## config.mk

```make
export PLATFORM = sky130hd
export DESIGN_NAME = bank_register_file_with_irq_counter_unit_flat
export DESIGN_NICKNAME = d
export VERILOG_FILES = /design/src/brf_pkg.sv /design/src/brf_if.sv /design/src/brf_irq_counter.sv /design/src/bank_register_file_with_irq_counter_unit.sv /design/src/flat_wrapper.sv
export SDC_FILE = /design/constraint.sdc
export NUM_CORES = 1
export LEC_CHECK = 0
export ABC_CLOCK_PERIOD_IN_PS = 3550
export BUFFER_PORTS_ARGS = -buffer_cell sky130_fd_sc_hd__buf_2
export CORE_ASPECT_RATIO = 0.75
export CORE_MARGIN = 2
export CORE_UTILIZATION = 51
export CTS_CLUSTER_SIZE = 8
export DETAILED_ROUTE_END_ITERATION = 7
export HOLD_SLACK_MARGIN = 0.15
export PLACE_DENSITY_LB_ADDON = 0.15
export SLEW_MARGIN = 10
export SYNTH_ARGS = -nofsm -noshare
export SYNTH_HDL_FRONTEND = slang
export SYNTH_SLANG_ARGS = --single-unit
export TNS_END_PERCENT = 5
```

## constraint.sdc

```tcl
create_clock -name clk -period 3.55 [get_ports clk]
set_input_delay 0.5325 -clock clk [delete_from_list [all_inputs] [get_ports clk]]
set_output_delay 0.5325 -clock clk [all_outputs]
set_load 0.02 [all_outputs]
```

## src/brf_pkg.sv

```systemverilog
// ----------------------------------------------------------------------------
// brf_pkg
// Shared widths, decode codes and the IRQ command struct of the bank
// register file.
// ----------------------------------------------------------------------------
package brf_pkg;

  localparam int ADDR_W        = 16;
  localparam int DATA_W        = 8;
  localparam int PATTERN_SLOTS = 8;
  localparam int SLOT_W        = $clog2(PATTERN_SLOTS);
  localparam int PRE_W         = 10;

  // item kinds
  localparam logic CMD_WRITE = 1'b0;
  localparam logic CMD_TICK  = 1'b1;

  localparam logic [ADDR_W-1:0] REG_MASK = 16'hF003;

  // decoded address, upper nibble
  localparam logic [3:0] REG_HI_PRG_WIDE   = 4'h8;
  localparam logic [3:0] REG_HI_MIRROR     = 4'hB;
  localparam logic [3:0] REG_HI_PRG_NARROW = 4'hC;
  localparam logic [3:0] REG_HI_PAT_A      = 4'hD;
  localparam logic [3:0] REG_HI_PAT_B      = 4'hE;
  localparam logic [3:0] REG_HI_IRQ        = 4'hF;

  // decoded address, low two bits
  localparam logic [1:0] MIRROR_LO = 2'd3;
  localparam logic [1:0] IRQ_LATCH = 2'd0;
  localparam logic [1:0] IRQ_CTRL  = 2'd1;
  localparam logic [1:0] IRQ_ACK   = 2'd2;

  localparam logic signed [PRE_W-1:0] PRESCALE_PERIOD = 10'sd341;
  localparam logic signed [PRE_W-1:0] PRESCALE_STEP   = 10'sd3;
  localparam logic signed [PRE_W-1:0] PRESCALE_MIN    = -10'sd2;

  localparam logic [DATA_W-1:0] COUNT_TOP = 8'hFF;

  typedef struct packed {
    logic              tick;
    logic              wr_latch;
    logic              wr_ctrl;
    logic              wr_ack;
    logic [DATA_W-1:0] data;
  } brf_irq_cmd_t;

endpackage

```

## src/brf_if.sv

```systemverilog
// ----------------------------------------------------------------------------
// brf_in_if / brf_out_if
// Valid/ready channels for bus items and for bank snapshots.
// ----------------------------------------------------------------------------
interface brf_in_if;
  logic                       valid;
  logic                       ready;
  logic                       command;
  logic [brf_pkg::ADDR_W-1:0] address;
  logic [brf_pkg::DATA_W-1:0] write_data;

  modport source (output valid, output command, output address, output write_data,
                  input ready);
  modport sink   (input valid, input command, input address, input write_data,
                  output ready);
endinterface

interface brf_out_if;
  logic       valid;
  logic       ready;
  logic       irq_line;
  logic [1:0] mirror_mode;
  logic [3:0] prg_bank_wide;
  logic [4:0] prg_bank_narrow;
  logic [7:0] chr_bank_zero;
  logic [7:0] chr_bank_one;
  logic [7:0] chr_bank_two;
  logic [7:0] chr_bank_three;
  logic [7:0] chr_bank_four;
  logic [7:0] chr_bank_five;
  logic [7:0] chr_bank_six;
  logic [7:0] chr_bank_seven;

  modport source (output valid, output irq_line, output mirror_mode, output prg_bank_wide,
                  output prg_bank_narrow, output chr_bank_zero, output chr_bank_one,
                  output chr_bank_two, output chr_bank_three, output chr_bank_four,
                  output chr_bank_five, output chr_bank_six, output chr_bank_seven,
                  input ready);
  modport sink   (input valid, input irq_line, input mirror_mode, input prg_bank_wide,
                  input prg_bank_narrow, input chr_bank_zero, input chr_bank_one,
                  input chr_bank_two, input chr_bank_three, input chr_bank_four,
                  input chr_bank_five, input chr_bank_six, input chr_bank_seven,
                  output ready);
endinterface

```

## src/brf_irq_counter.sv

```systemverilog
// ----------------------------------------------------------------------------
// brf_irq_counter
// IRQ latch, control, prescaler and 8-bit counter; gives the next IRQ state.
// ----------------------------------------------------------------------------
module brf_irq_counter (
  input  logic                  clk,
  input  logic                  rst_n,
  input  brf_pkg::brf_irq_cmd_t cmd,
  output logic                  irq_pending_nxt
);

  logic [brf_pkg::DATA_W-1:0]        latch_r, latch_nxt;
  logic [brf_pkg::DATA_W-1:0]        count_r, count_nxt;
  logic                              enabled_r, enabled_nxt;
  logic                              cycle_r, cycle_nxt;
  logic                              reen_r, reen_nxt;
  logic                              pending_r;
  logic signed [brf_pkg::PRE_W-1:0]  pre_r, pre_nxt;
  logic signed [brf_pkg::PRE_W-1:0]  pre_dec;
  logic                              pre_wrap;
  logic                              clock_cnt;

  assign pre_dec  = pre_r - brf_pkg::PRESCALE_STEP;
  assign pre_wrap = (pre_dec <= 10'sd0);

  always_comb begin
    latch_nxt       = latch_r;
    count_nxt       = count_r;
    enabled_nxt     = enabled_r;
    cycle_nxt       = cycle_r;
    reen_nxt        = reen_r;
    irq_pending_nxt = pending_r;
    pre_nxt         = pre_r;
    clock_cnt       = 1'b0;

    if (cmd.wr_latch) begin
      latch_nxt = cmd.data;
    end
    if (cmd.wr_ctrl) begin
      reen_nxt    = cmd.data[0];
      enabled_nxt = cmd.data[1];
      cycle_nxt   = cmd.data[2];
      if (cmd.data[1]) begin
        count_nxt = latch_r;
        pre_nxt   = brf_pkg::PRESCALE_PERIOD;
      end
      irq_pending_nxt = 1'b0;
    end
    if (cmd.wr_ack) begin
      irq_pending_nxt = 1'b0;
      enabled_nxt     = reen_r;
    end

    if (cmd.tick && enabled_r) begin
      if (cycle_r) begin
        clock_cnt = 1'b1;
      end else begin
        clock_cnt = pre_wrap;
        pre_nxt   = pre_wrap ? pre_dec + brf_pkg::PRESCALE_PERIOD : pre_dec;
      end
    end

    if (clock_cnt) begin
      if (count_r == brf_pkg::COUNT_TOP) begin
        count_nxt       = latch_r;
        irq_pending_nxt = 1'b1;
      end else begin
        count_nxt = count_r + 8'd1;
      end
    end
  end

  always_ff @(posedge clk) begin
    if (!rst_n) begin
      latch_r   <= '0;
      count_r   <= '0;
      enabled_r <= 1'b0;
      cycle_r   <= 1'b0;
      reen_r    <= 1'b0;
      pending_r <= 1'b0;
      pre_r     <= brf_pkg::PRESCALE_PERIOD;
    end else begin
      latch_r   <= latch_nxt;
      count_r   <= count_nxt;
      enabled_r <= enabled_nxt;
      cycle_r   <= cycle_nxt;
      reen_r    <= reen_nxt;
      pending_r <= irq_pending_nxt;
      pre_r     <= pre_nxt;
    end
  end

  // the irq is only ever raised by a counter wrap on a tick
  a_irq_from_tick: assert property (@(posedge clk) disable iff (!rst_n)
    $rose(pending_r) |-> $past(cmd.tick))
    else $error("irq raised without a tick");

  a_pre_range: assert property (@(posedge clk) disable iff (!rst_n)
    (pre_r >= brf_pkg::PRESCALE_MIN) && (pre_r <= brf_pkg::PRESCALE_PERIOD))
    else $error("prescaler out of range");

  a_ctrl_clears: assert property (@(posedge clk) disable iff (!rst_n)
    cmd.wr_ctrl |=> !pending_r)
    else $error("control write left irq pending");

endmodule

```

## src/bank_register_file_with_irq_counter_unit.sv

```systemverilog
// ----------------------------------------------------------------------------
// bank_register_file_with_irq_counter_unit
// Bank register file with scanline/cycle IRQ counter; one snapshot per item.
//
//   channel   dir  handshake          payload
//   in_ch     in   valid/ready        command, address, write_data
//   out_ch    out  valid/ready        irq_line, mirror_mode, prg/chr banks
//   cfg_*     in   cfg_we (no ready)  cfg_wdata = swap address lines
//
// An item is registered on acceptance and its snapshot is registered when it
// advances through the decode/update stage; one item is taken every cycle
// while the output is not stalled, and the single decode/update stage lies
// between the two registers. A stalled output holds its snapshot; the input
// stage then fills and in_ch.ready drops. Reset is synchronous, active low.
// ----------------------------------------------------------------------------
module bank_register_file_with_irq_counter_unit (
  input  logic      clk,
  input  logic      rst_n,
  brf_in_if.sink    in_ch,
  brf_out_if.source out_ch,
  input  logic      cfg_we,
  input  logic      cfg_wdata
);

  logic                       swap_r;

  logic                       s1_valid_r;
  logic                       s1_cmd_r;
  logic [brf_pkg::ADDR_W-1:0] s1_addr_r;
  logic [brf_pkg::DATA_W-1:0] s1_data_r;

  logic                       adv;
  logic                       in_ready;
  logic                       is_wr;
  logic [brf_pkg::ADDR_W-1:0] swapped;
  logic [brf_pkg::ADDR_W-1:0] reg_sel;
  logic [3:0]                 hi;
  logic [1:0]                 lo;
  logic [brf_pkg::SLOT_W-1:0] slot;

  logic [3:0]                 wide_bank_r, wide_bank_nxt;
  logic [4:0]                 narrow_bank_r, narrow_bank_nxt;
  logic [1:0]                 mirror_r, mirror_nxt;
  logic [brf_pkg::DATA_W-1:0] pat_r   [brf_pkg::PATTERN_SLOTS];
  logic [brf_pkg::DATA_W-1:0] pat_nxt [brf_pkg::PATTERN_SLOTS];

  brf_pkg::brf_irq_cmd_t      irq_cmd;
  logic                       irq_nxt;

  logic                       out_valid_r;
  logic                       out_irq_r;
  logic [1:0]                 out_mirror_r;
  logic [3:0]                 out_wide_r;
  logic [4:0]                 out_narrow_r;
  logic [brf_pkg::DATA_W-1:0] out_pat_r [brf_pkg::PATTERN_SLOTS];

  assign adv         = s1_valid_r && (!out_valid_r || out_ch.ready);
  assign in_ready    = !s1_valid_r || adv;
  assign in_ch.ready = in_ready;

  always_ff @(posedge clk) begin
    if (!rst_n) begin
      swap_r <= 1'b0;
    end else if (cfg_we) begin
      swap_r <= cfg_wdata;
    end
  end

  // input register
  always_ff @(posedge clk) begin
    if (!rst_n) begin
      s1_valid_r <= 1'b0;
    end else if (in_ready) begin
      s1_valid_r <= in_ch.valid;
    end
  end

  always_ff @(posedge clk) begin
    if (in_ready && in_ch.valid) begin
      s1_cmd_r  <= in_ch.command;
      s1_addr_r <= in_ch.address;
      s1_data_r <= in_ch.write_data;
    end
  end

  // address decode
  assign swapped = swap_r ? {s1_addr_r[15:2], s1_addr_r[0], s1_addr_r[1]} : s1_addr_r;
  assign reg_sel = swapped & brf_pkg::REG_MASK;
  assign hi      = reg_sel[15:12];
  assign lo      = reg_sel[1:0];
  assign slot    = {hi == brf_pkg::REG_HI_PAT_B, lo};
  // writes below 8000 never reach a register
  assign is_wr   = adv && (s1_cmd_r == brf_pkg::CMD_WRITE) && s1_addr_r[15];

  always_comb begin
    wide_bank_nxt    = wide_bank_r;
    narrow_bank_nxt  = narrow_bank_r;
    mirror_nxt       = mirror_r;
    pat_nxt          = pat_r;
    irq_cmd          = '0;
    irq_cmd.data     = s1_data_r;
    irq_cmd.tick     = adv && (s1_cmd_r == brf_pkg::CMD_TICK);

    if (is_wr) begin
      case (hi)
        brf_pkg::REG_HI_PRG_WIDE: begin
          wide_bank_nxt = s1_data_r[3:0];
        end
        brf_pkg::REG_HI_MIRROR: begin
          if (lo == brf_pkg::MIRROR_LO) begin
            mirror_nxt = s1_data_r[3:2];
          end
        end
        brf_pkg::REG_HI_PRG_NARROW: begin
          narrow_bank_nxt = s1_data_r[4:0];
        end
        brf_pkg::REG_HI_PAT_A, brf_pkg::REG_HI_PAT_B: begin
          pat_nxt[slot] = s1_data_r;
        end
        brf_pkg::REG_HI_IRQ: begin
          case (lo)
            brf_pkg::IRQ_LATCH: irq_cmd.wr_latch = 1'b1;
            brf_pkg::IRQ_CTRL:  irq_cmd.wr_ctrl  = 1'b1;
            brf_pkg::IRQ_ACK:   irq_cmd.wr_ack   = 1'b1;
            default: ;
          endcase
        end
        default: ;
      endcase
    end
  end

  brf_irq_counter u_irq (
    .clk             (clk),
    .rst_n           (rst_n),
    .cmd             (irq_cmd),
    .irq_pending_nxt (irq_nxt)
  );

  always_ff @(posedge clk) begin
    if (!rst_n) begin
      wide_bank_r   <= '0;
      narrow_bank_r <= '0;
      mirror_r      <= '0;
      for (int i = 0; i < brf_pkg::PATTERN_SLOTS; i++) begin
        pat_r[i] <= brf_pkg::DATA_W'(i);
      end
    end else if (adv) begin
      wide_bank_r   <= wide_bank_nxt;
      narrow_bank_r <= narrow_bank_nxt;
      mirror_r      <= mirror_nxt;
      pat_r         <= pat_nxt;
    end
  end

  // result register
  always_ff @(posedge clk) begin
    if (!rst_n) begin
      out_valid_r <= 1'b0;
    end else if (adv) begin
      out_valid_r <= 1'b1;
    end else if (out_ch.ready) begin
      out_valid_r <= 1'b0;
    end
  end

  always_ff @(posedge clk) begin
    if (adv) begin
      out_irq_r    <= irq_nxt;
      out_mirror_r <= mirror_nxt;
      out_wide_r   <= wide_bank_nxt;
      out_narrow_r <= narrow_bank_nxt;
      out_pat_r    <= pat_nxt;
    end
  end

  assign out_ch.valid           = out_valid_r;
  assign out_ch.irq_line        = out_irq_r;
  assign out_ch.mirror_mode     = out_mirror_r;
  assign out_ch.prg_bank_wide   = out_wide_r;
  assign out_ch.prg_bank_narrow = out_narrow_r;
  assign out_ch.chr_bank_zero   = out_pat_r[0];
  assign out_ch.chr_bank_one    = out_pat_r[1];
  assign out_ch.chr_bank_two    = out_pat_r[2];
  assign out_ch.chr_bank_three  = out_pat_r[3];
  assign out_ch.chr_bank_four   = out_pat_r[4];
  assign out_ch.chr_bank_five   = out_pat_r[5];
  assign out_ch.chr_bank_six    = out_pat_r[6];
  assign out_ch.chr_bank_seven  = out_pat_r[7];

  a_ready_only_on_full: assert property (@(posedge clk) disable iff (!rst_n)
    !in_ready |-> (s1_valid_r && out_valid_r && !out_ch.ready))
    else $error("input stalled with room downstream");

  a_adv_shows_result: assert property (@(posedge clk) disable iff (!rst_n)
    adv |=> out_valid_r)
    else $error("advanced item produced no result");

  a_banks_hold: assert property (@(posedge clk) disable iff (!rst_n)
    !adv |=> ($stable(wide_bank_r) && $stable(narrow_bank_r) && $stable(mirror_r)))
    else $error("bank state changed without an item");

endmodule

```

## src/flat_wrapper.sv

```systemverilog
// flat-port wrapper written by rule: the top's interface ports become plain ports
module bank_register_file_with_irq_counter_unit_flat 
  (clk, rst_n, cfg_we, cfg_wdata, in_ch_valid, in_ch_command, in_ch_address, in_ch_write_data, in_ch_ready, out_ch_valid, out_ch_irq_line, out_ch_mirror_mode, out_ch_prg_bank_wide, out_ch_prg_bank_narrow, out_ch_chr_bank_zero, out_ch_chr_bank_one, out_ch_chr_bank_two, out_ch_chr_bank_three, out_ch_chr_bank_four, out_ch_chr_bank_five, out_ch_chr_bank_six, out_ch_chr_bank_seven, out_ch_ready);
  brf_in_if in_ch_i ();
  brf_out_if out_ch_i ();
  input  logic clk;
  input  logic rst_n;
  input  logic cfg_we;
  input  logic cfg_wdata;
  input wire logic [$bits(in_ch_i.valid)-1:0] in_ch_valid;
  input wire logic [$bits(in_ch_i.command)-1:0] in_ch_command;
  input wire logic [$bits(in_ch_i.address)-1:0] in_ch_address;
  input wire logic [$bits(in_ch_i.write_data)-1:0] in_ch_write_data;
  output wire logic [$bits(in_ch_i.ready)-1:0] in_ch_ready;
  output wire logic [$bits(out_ch_i.valid)-1:0] out_ch_valid;
  output wire logic [$bits(out_ch_i.irq_line)-1:0] out_ch_irq_line;
  output wire logic [$bits(out_ch_i.mirror_mode)-1:0] out_ch_mirror_mode;
  output wire logic [$bits(out_ch_i.prg_bank_wide)-1:0] out_ch_prg_bank_wide;
  output wire logic [$bits(out_ch_i.prg_bank_narrow)-1:0] out_ch_prg_bank_narrow;
  output wire logic [$bits(out_ch_i.chr_bank_zero)-1:0] out_ch_chr_bank_zero;
  output wire logic [$bits(out_ch_i.chr_bank_one)-1:0] out_ch_chr_bank_one;
  output wire logic [$bits(out_ch_i.chr_bank_two)-1:0] out_ch_chr_bank_two;
  output wire logic [$bits(out_ch_i.chr_bank_three)-1:0] out_ch_chr_bank_three;
  output wire logic [$bits(out_ch_i.chr_bank_four)-1:0] out_ch_chr_bank_four;
  output wire logic [$bits(out_ch_i.chr_bank_five)-1:0] out_ch_chr_bank_five;
  output wire logic [$bits(out_ch_i.chr_bank_six)-1:0] out_ch_chr_bank_six;
  output wire logic [$bits(out_ch_i.chr_bank_seven)-1:0] out_ch_chr_bank_seven;
  input wire logic [$bits(out_ch_i.ready)-1:0] out_ch_ready;
  assign in_ch_i.valid = in_ch_valid;
  assign in_ch_i.command = in_ch_command;
  assign in_ch_i.address = in_ch_address;
  assign in_ch_i.write_data = in_ch_write_data;
  assign in_ch_ready = in_ch_i.ready;
  assign out_ch_valid = out_ch_i.valid;
  assign out_ch_irq_line = out_ch_i.irq_line;
  assign out_ch_mirror_mode = out_ch_i.mirror_mode;
  assign out_ch_prg_bank_wide = out_ch_i.prg_bank_wide;
  assign out_ch_prg_bank_narrow = out_ch_i.prg_bank_narrow;
  assign out_ch_chr_bank_zero = out_ch_i.chr_bank_zero;
  assign out_ch_chr_bank_one = out_ch_i.chr_bank_one;
  assign out_ch_chr_bank_two = out_ch_i.chr_bank_two;
  assign out_ch_chr_bank_three = out_ch_i.chr_bank_three;
  assign out_ch_chr_bank_four = out_ch_i.chr_bank_four;
  assign out_ch_chr_bank_five = out_ch_i.chr_bank_five;
  assign out_ch_chr_bank_six = out_ch_i.chr_bank_six;
  assign out_ch_chr_bank_seven = out_ch_i.chr_bank_seven;
  assign out_ch_i.ready = out_ch_ready;
  bank_register_file_with_irq_counter_unit u_core (.clk(clk), .rst_n(rst_n), .in_ch(in_ch_i), .out_ch(out_ch_i), .cfg_we(cfg_we), .cfg_wdata(cfg_wdata));
endmodule
```

==> impl_metrics.yaml, run 1 <==
route:
  via_count: 4941
  wl_met2_um: 7270
  route.detailed.drc: 0
  drt_pass1_iterations: 5
  wl_met3_um: 1170
  routed_via_density: 5.30
  avgRoutedWirePerCell_um: 17.4
  wirelength_um: 16200
  top_layer: "met4"
  wl_met1_um: 7670
  drt_iter0_markers: 332
  ant_nets: 0
global_route:
  antenna_found_initial: 0
  grt_overflow_total: 0
  track_usage: 0.205
  grt_pass1_vias: 4926
  grt_max_degree: 77
  grt_pass1_wl_um: 25800
placement:
  dp_hpwl_um: 10200
  gp_congestion: 0.853
  placed_cell_area_um2: 8570
  place_ws_ps: 739
  numPortBuffers: 98
finish:
  fin_nets: 749
  drive_above_1_share: 0.339
  layout_commonest_cell: "dfxtp_1"
  final_cell_mix: "108 x dfxtp_1, 98 x buf_2, 91 x edfxtp_1"
  final_cell_area_um2: 9140
  n_antenna_cell: 0
  synthToLayoutAreaGrowth_pct: 16.5
timing:
  tightest_slew_ps: 1030
  setup_tns_ps: 0
  min_period_over_period: 0.804
  setup_slack_ps: 698
  setup_viol: 0
  skew_ps: 21.8
  slew_violations: 0
  max_freq_mhz: 351
  hold_viol: 0
  period_needed_ps: 2850
  rsz0062_at_grt: "false"
  slew_headroom: 0.312
clock_network:
  postCtsSetupRepairBufs: 0
  clk_pin_slew_ps: 80
  root_buffer: "clkbuf_16"
  clk-insertion-delay-late_ps: 440
  ctsResizeCount: 0
  h-tree-depth: 4
  postCtsHoldBufs: 0
  clock_sinks: 199
  cts_buffers: 17
  cts_tree: "done"
  cts_buffer_depth: 2
status:
  status: "finished clean"
floorplanning:
  dieWidth_um: 147
  fp-row-count: 39
  die-area_um2: 16400
  design.core.area_um2: 15100
  initial_core_util: 0.518
  io-pin-count: 109
  dieHeight_um: 111
worst_setup_path:
  crit_chain: "ha_1 -> or4b_1 -> or4_4 -> a31oi_4 -> o31ai_4 -> nor2b_1 -> buf_4 -> nor3b_1 -> o31a_1"
  rr_startpoint: "u_core.u_irq.pre_r[0]$_SDFFE_PN1P_"
  end_kind: "flip-flop"
  reg2reg_setup_slack_ps: 700
  r2r_cells: 9
  critPathKind: "reg2reg"
  crit_slowest_cell: "dfxtp_1"
  crit_arrival_ps: 3170
  rr_endpoint: "u_core.u_irq.count_r[4]$_SDFFE_PN0P_"
  cp.required_ps: 3870
  start_kind: "flip-flop"
  crit_fanout: 13
  crit_path_max_incr_delay_ps: 460
logic_synthesis:
  ys_ff_latch: 199
  ys_top_cells_by_area: "edfxtp_1 35%, dfxtp_1 28%, mux2_2 11%"
  yosysSeqAreaShare: 0.624
  synthArstFlopShare: 0
  ys_warn_count: 0
  synth_top_cell_area_share: 0.348
  syn-cell-area_um2: 7840
  syn_avg_cell_area_um2: 12.8
  syn_inst: 615
  netlist-cell-type-count: 60
  synth-main-ff-cell: "dfxtp_1"
  yosysTopAreaCell: "edfxtp_1"
  synth_nets: 649
  synth_edf_count: 91
power:
  seqPwrFrac: 0.553
  p_int_w: 0.00348
  ir_worst_vdd_mv: 0.336
  p_switching_w: 0.00102
  leakage_nw: 3.39
  p_comb_frac: 0.035
  pwr-share-clk: 0.413
  p_per_area_nw_per_um2: 492
  power_switching_share: 0.226
min_path:
  min_from: "in_ch_write_data[1]"
  min_path_type: "in2reg"
  hold_end: "u_core.s1_data_r[1]$_DFFE_PP_"
  min_path_cells: 1
job:
  maxCapViolations: 0
-- worst max path at each step --
| stage | from | end | cells past startpoint |
|---|---|---|---|
| global placement | u_core.u_irq.pre_r[0]$_SDFFE_PN1P_ | u_core.u_irq.count_r[4]$_SDFFE_PN0P_ | 9 |
| detailed placement | u_core.u_irq.pre_r[0]$_SDFFE_PN1P_ | u_core.u_irq.count_r[4]$_SDFFE_PN0P_ | 9 |
| CTS | u_core.u_irq.pre_r[0]$_SDFFE_PN1P_ | u_core.u_irq.count_r[4]$_SDFFE_PN0P_ | 9 |
| global route | u_core.u_irq.pre_r[0]$_SDFFE_PN1P_ | u_core.u_irq.pre_r[9]$_SDFF_PN0_ | 9 |
| floorplan | out_ch_ready | u_core.out_ch.prg_bank_wide[0]$_DFFE_PP_ | 6 |
| finish | u_core.u_irq.pre_r[0]$_SDFFE_PN1P_ | u_core.u_irq.count_r[4]$_SDFFE_PN0P_ | 9 |
-- power by group through the flow --
stage | registers, W | logic [W] | clock network, W
final | 0.00248 | 0.000156 | 0.00186
after global routing | 0.00249 | 0.000170 | 0.00198
after CTS | 0.00248 | 0.000159 | 0.00189
after detailed placement | 0.00254 | 0.000159 | 0
after global placement | 0.00253 | 0.000157 | 0
after floorplan | 0.00255 | 0.0000606 | 0
-- kinds of logic (layout without fill, tap and decap cells) --
logic type,Yosys count,after routing,share of synthesized area
compound gates,67,67,0.0611
xor+xnor,12,12,0.0144
fa+ha+maj,3,3,0.00479
buf+inv,36,149,0.0187
flops,199,199,0.624
mux,93,93,0.131
simple gates,205,205,0.146
-- flip-flops by register name (all words and copies together) (netlist names), 4 cells and up --
name                           flops
u_core.narrow_bank_r               5
u_core.out_ch.chr_bank_five        8
u_core.out_ch.chr_bank_four        8
u_core.out_ch.chr_bank_one         8
u_core.out_ch.chr_bank_seven       8
u_core.out_ch.chr_bank_six         8
u_core.out_ch.chr_bank_three       8
u_core.out_ch.chr_bank_two         8
u_core.out_ch.chr_bank_zero        8
u_core.out_ch.prg_bank_narrow      5
u_core.out_ch.prg_bank_wide        4
u_core.pat_r                      64
u_core.s1_addr_r                   6
u_core.s1_data_r                   8
u_core.u_irq.count_r               8
u_core.u_irq.latch_r               8
u_core.u_irq.pre_r                10
u_core.wide_bank_r                 4
-- cell usage after synthesis (2+ instances only) --
master / number
edfxtp_1: 91
dfxtp_1: 108
or2_2: 16
nor2_1: 39
xnor2_1: 9
clkbuf_1: 26
nand2_1: 26
o211ai_1: 3
xor2_1: 2
and2_1: 67
nand4b_1: 2
and3_1: 2
or3_1: 2
ha_1: 3
or3b_2: 3
buf_2: 3
a211oi_1: 2
o21ai_0: 19
a31oi_1: 2
nand4_1: 5
mux2_2: 75
nor4_1: 2
nor3b_1: 2
o221ai_1: 2
o21ai_1: 2
nor3_2: 3
inv_1: 6
o22ai_1: 3
mux2i_1: 17
a21oi_1: 13
a221oi_1: 3
a21boi_0: 3
nand3_1: 7
nor3_1: 10
nor2b_1: 11
nand2b_1: 2
-- cell type report --
type                       instances  area (um2)
multi-input combinational        380        2800
timing repair buffer             111         588
sequential                       199        4890
fill                            1210        5990
clock inverter                    11        88.8
tap                              205         256
clock buffer                      21         483
inverter                           6        22.5
-- metal layers --
metal	vias up	track usage
li1	2401	-
met1	2386	0.283
met2	143	0.316
met3	11	0.0635
met4	0	0.0577
met5	-	0
-- per-stage QoR --
stage | power [W] | hold slack, ps | utilization | std cells
finish | 0.00450 | 266 | 0.604 | 933
global route | 0.00464 | 247 | 0.604 | 933
CTS | 0.00454 | 251 | 0.604 | 933
detailed placement | 0.00270 | 480 | 0.566 | 901
global placement | 0.00269 | 464 | 0.566 | 901
floorplan | 0.00261 | 452 | - | 615
-- worst max-delay path, delay by kind of cell, from the launching register on --
kind,cells,cell delay [ps]
buffers and inverters,1,190
DFF,1,460
AOI/OAI and AO/OA,3,710
and+or+nand+nor,4,1100
adders and majority gates,1,290
Power figures use the tool's default switching activity.
==> run 2, diff against run 1 <==
--- a/config.mk
+++ b/config.mk
@@ -5,7 +5,7 @@
 export SDC_FILE = /design/constraint.sdc
 export NUM_CORES = 1
 export LEC_CHECK = 0
-export ABC_CLOCK_PERIOD_IN_PS = 3550
+export ABC_CLOCK_PERIOD_IN_PS = 2400
 export BUFFER_PORTS_ARGS = -buffer_cell sky130_fd_sc_hd__buf_2
 export CORE_ASPECT_RATIO = 0.75
 export CORE_MARGIN = 2
==> constraint.sdc (replaced) <==
create_clock -name clk -period 2.4 [get_ports clk]
set_input_delay 0.36 -clock clk [delete_from_list [all_inputs] [get_ports clk]]
set_output_delay 0.36 -clock clk [all_outputs]
set_load 0.02 [all_outputs]
==> run 2 against run 1 <==
The flow now finishes with violations (negative setup slack). Critical path depth stayed put. Fmax is 15% higher. Total power is 51% higher. Clock power is 54% higher. Combinational power is 83% higher. Global-route usage is 0.93 points higher. Non-clock buffer count is 59 higher. Setup slack worse by 790 ps. Cell area is 6.6% higher. Routed wire length is 5.5% higher. Largest power group unchanged.
==> impl_metrics.yaml, run 2 (synthesized netlist as in run 1, its figures left out) <==
floorplanning:
  fp-row-count: 39
  io-pin-count: 109
  dieWidth_um: 147
  design.core.area_um2: 15100
  die-area_um2: 16400
  dieHeight_um: 111
  initial_core_util: 0.518
timing:
  rsz0062_at_grt: "true"
  slew_violations: 0
  period_needed_ps: 2490
  slew_headroom: 0.466
  hold_viol: 0
  setup_tns_ps: -126
  setup_viol: 5
  max_freq_mhz: 402
  min_period_over_period: 1.04
  skew_ps: 12.6
  tightest_slew_ps: 801
  setup_slack_ps: -87.5
worst_setup_path:
  start_kind: "flip-flop"
  crit_arrival_ps: 2800
  crit_path_max_incr_delay_ps: 450
  crit_chain: "ha_4 -> or4b_1 -> or4_4 -> a31oi_4 -> o31ai_4 -> nor2b_2 -> buf_6 -> nor3b_2 -> o31a_1"
  crit_slowest_cell: "or4b_1"
  crit_fanout: 5
  cp.required_ps: 2720
  end_kind: "flip-flop"
  critPathKind: "reg2reg"
  r2r_cells: 9
route:
  route.detailed.drc: 0
  ant_nets: 0
  drt_iter0_markers: 321
  avgRoutedWirePerCell_um: 17.2
  via_count: 5254
  wirelength_um: 17100
  routed_via_density: 5.30
  drt_pass1_iterations: 5
placement:
  numPortBuffers: 98
  dp_hpwl_um: 11000
  place_ws_ps: -144
  gp_congestion: 0.880
global_route:
  grt_max_degree: 77
  antenna_found_initial: 0
  grt_pass1_vias: 5193
  grt_overflow_total: 0
  track_usage: 0.214
  grt_pass1_wl_um: 27000
clock_network:
  cts_tree: "done"
  h-tree-depth: 4
  clk-insertion-delay-late_ps: 430
  clk_pin_slew_ps: 70
  clock_sinks: 199
  cts_buffers: 17
  cts_buffer_depth: 2
  root_buffer: "clkbuf_16"
job:
  maxCapViolations: 0
min_path:
  min_path_type: "in2reg"
  min_path_cells: 3
power:
  leakage_nw: 3.71
  pwr-share-clk: 0.420
  power_switching_share: 0.233
  p_per_area_nw_per_um2: 699
  p_comb_frac: 0.042
  seqPwrFrac: 0.538
  p_switching_w: 0.00158
  ir_worst_vdd_mv: 0.497
  p_int_w: 0.00522
status:
  status: "finished, violations left"
  violations: "negative setup slack"
finish:
  n_fill_cell: 1192
  registers.top_by_ff_count: "u_core.pat_r"
  synthToLayoutAreaGrowth_pct: 24.2
  drive_above_1_share: 0.384
  regArea_um2: 4900
  final_cell_mix: "106 x dfxtp_1, 99 x buf_2, 91 x edfxtp_1"
  n_antenna_cell: 0
  top_regs: "u_core.pat_r: 64 flops, u_core.u_irq.pre_r: 10 flops"
  layout_commonest_cell: "dfxtp_1"
  fin_nets: 808
  multi_input_area_um2: 2850
  largest_reg_flops: 64
==> run 2: path summary, 6_finish.rpt <==
check,start,endpoint,slack [ps]
worst max register to register,u_core.u_irq.pre_r[0]$_SDFFE_PN1P_,u_core.u_irq.count_r[4]$_SDFFE_PN0P_,-90
worst min register to register,u_core.u_irq.reen_r$_SDFFE_PN0P_,u_core.u_irq.reen_r$_SDFFE_PN0P_,490
worst max-delay path,u_core.u_irq.pre_r[0]$_SDFFE_PN1P_,u_core.u_irq.count_r[4]$_SDFFE_PN0P_,-90
worst min-delay path,cfg_we,u_core.swap_r$_SDFFE_PN0P_,180
==> run 2: what timing repair did <==
action,in CTS,in global routing
buffers inserted,1,0
endpoints found under the setup margin,16,58
cloned,1,0
resized for setup,9,11
pin swaps,2,4
hold buffers,17,0
hold endpoints to repair,17,0
==> run 2: critical path: cells and delay by family, from the launching register on <==
kind | cells | cell delay (ps)
AOI/OAI and AO/OA | 3 | 610
DFF | 1 | 340
adders and majority gates | 1 | 160
buffers and inverters | 1 | 150
and+or+nand+nor | 4 | 1120
==> run 2: routing by layer <==
layer,vias up,part of all wire,global-route usage
met2,163,0.44,0.323
met5,-,0,0
met3,18,0.067,0.0668
li1,2509,-,-
met4,0,0.012,0.0660
met1,2564,0.48,0.299
==> run 2: final cells by class <==
type	instances	area share
Clock inverter	14	0.0158
Inverter	6	0.00231
Sequential cell	199	0.503
Tap cell	205	0.0263
Multi-Input combinational cell	380	0.293
Clock buffer	18	0.0451
Timing Repair Buffer	170	0.115
==> run 2: power by group through the flow <==
stage                     combinational (W)  clock (W)  sequential, W
final                              0.000285    0.00286        0.00366
after global routing               0.000305    0.00306        0.00367
after CTS                          0.000287    0.00291        0.00366
after detailed placement           0.000265          0        0.00374
after global placement             0.000262          0        0.00374
after floorplan                   0.0000903          0        0.00377
==> run 2: stage by stage <==
| step | instance area [um2] | hold slack, ps | util | total power, W | instances |
|---|---|---|---|---|---|
| 2_1_floorplan | 7850 | 452 | - | 0.00386 | 615 |
| 3_3_place_gp | 8900 | 468 | 0.589 | 0.00400 | 941 |
| 3_5_place_dp | 8900 | 477 | 0.589 | 0.00400 | 941 |
| 4_1_cts | 9710 | 164 | 0.642 | 0.00686 | 992 |
| 5_1_grt | 9740 | 165 | 0.644 | 0.00704 | 992 |
| 6_report | 9740 | 179 | 0.644 | 0.00680 | 992 |
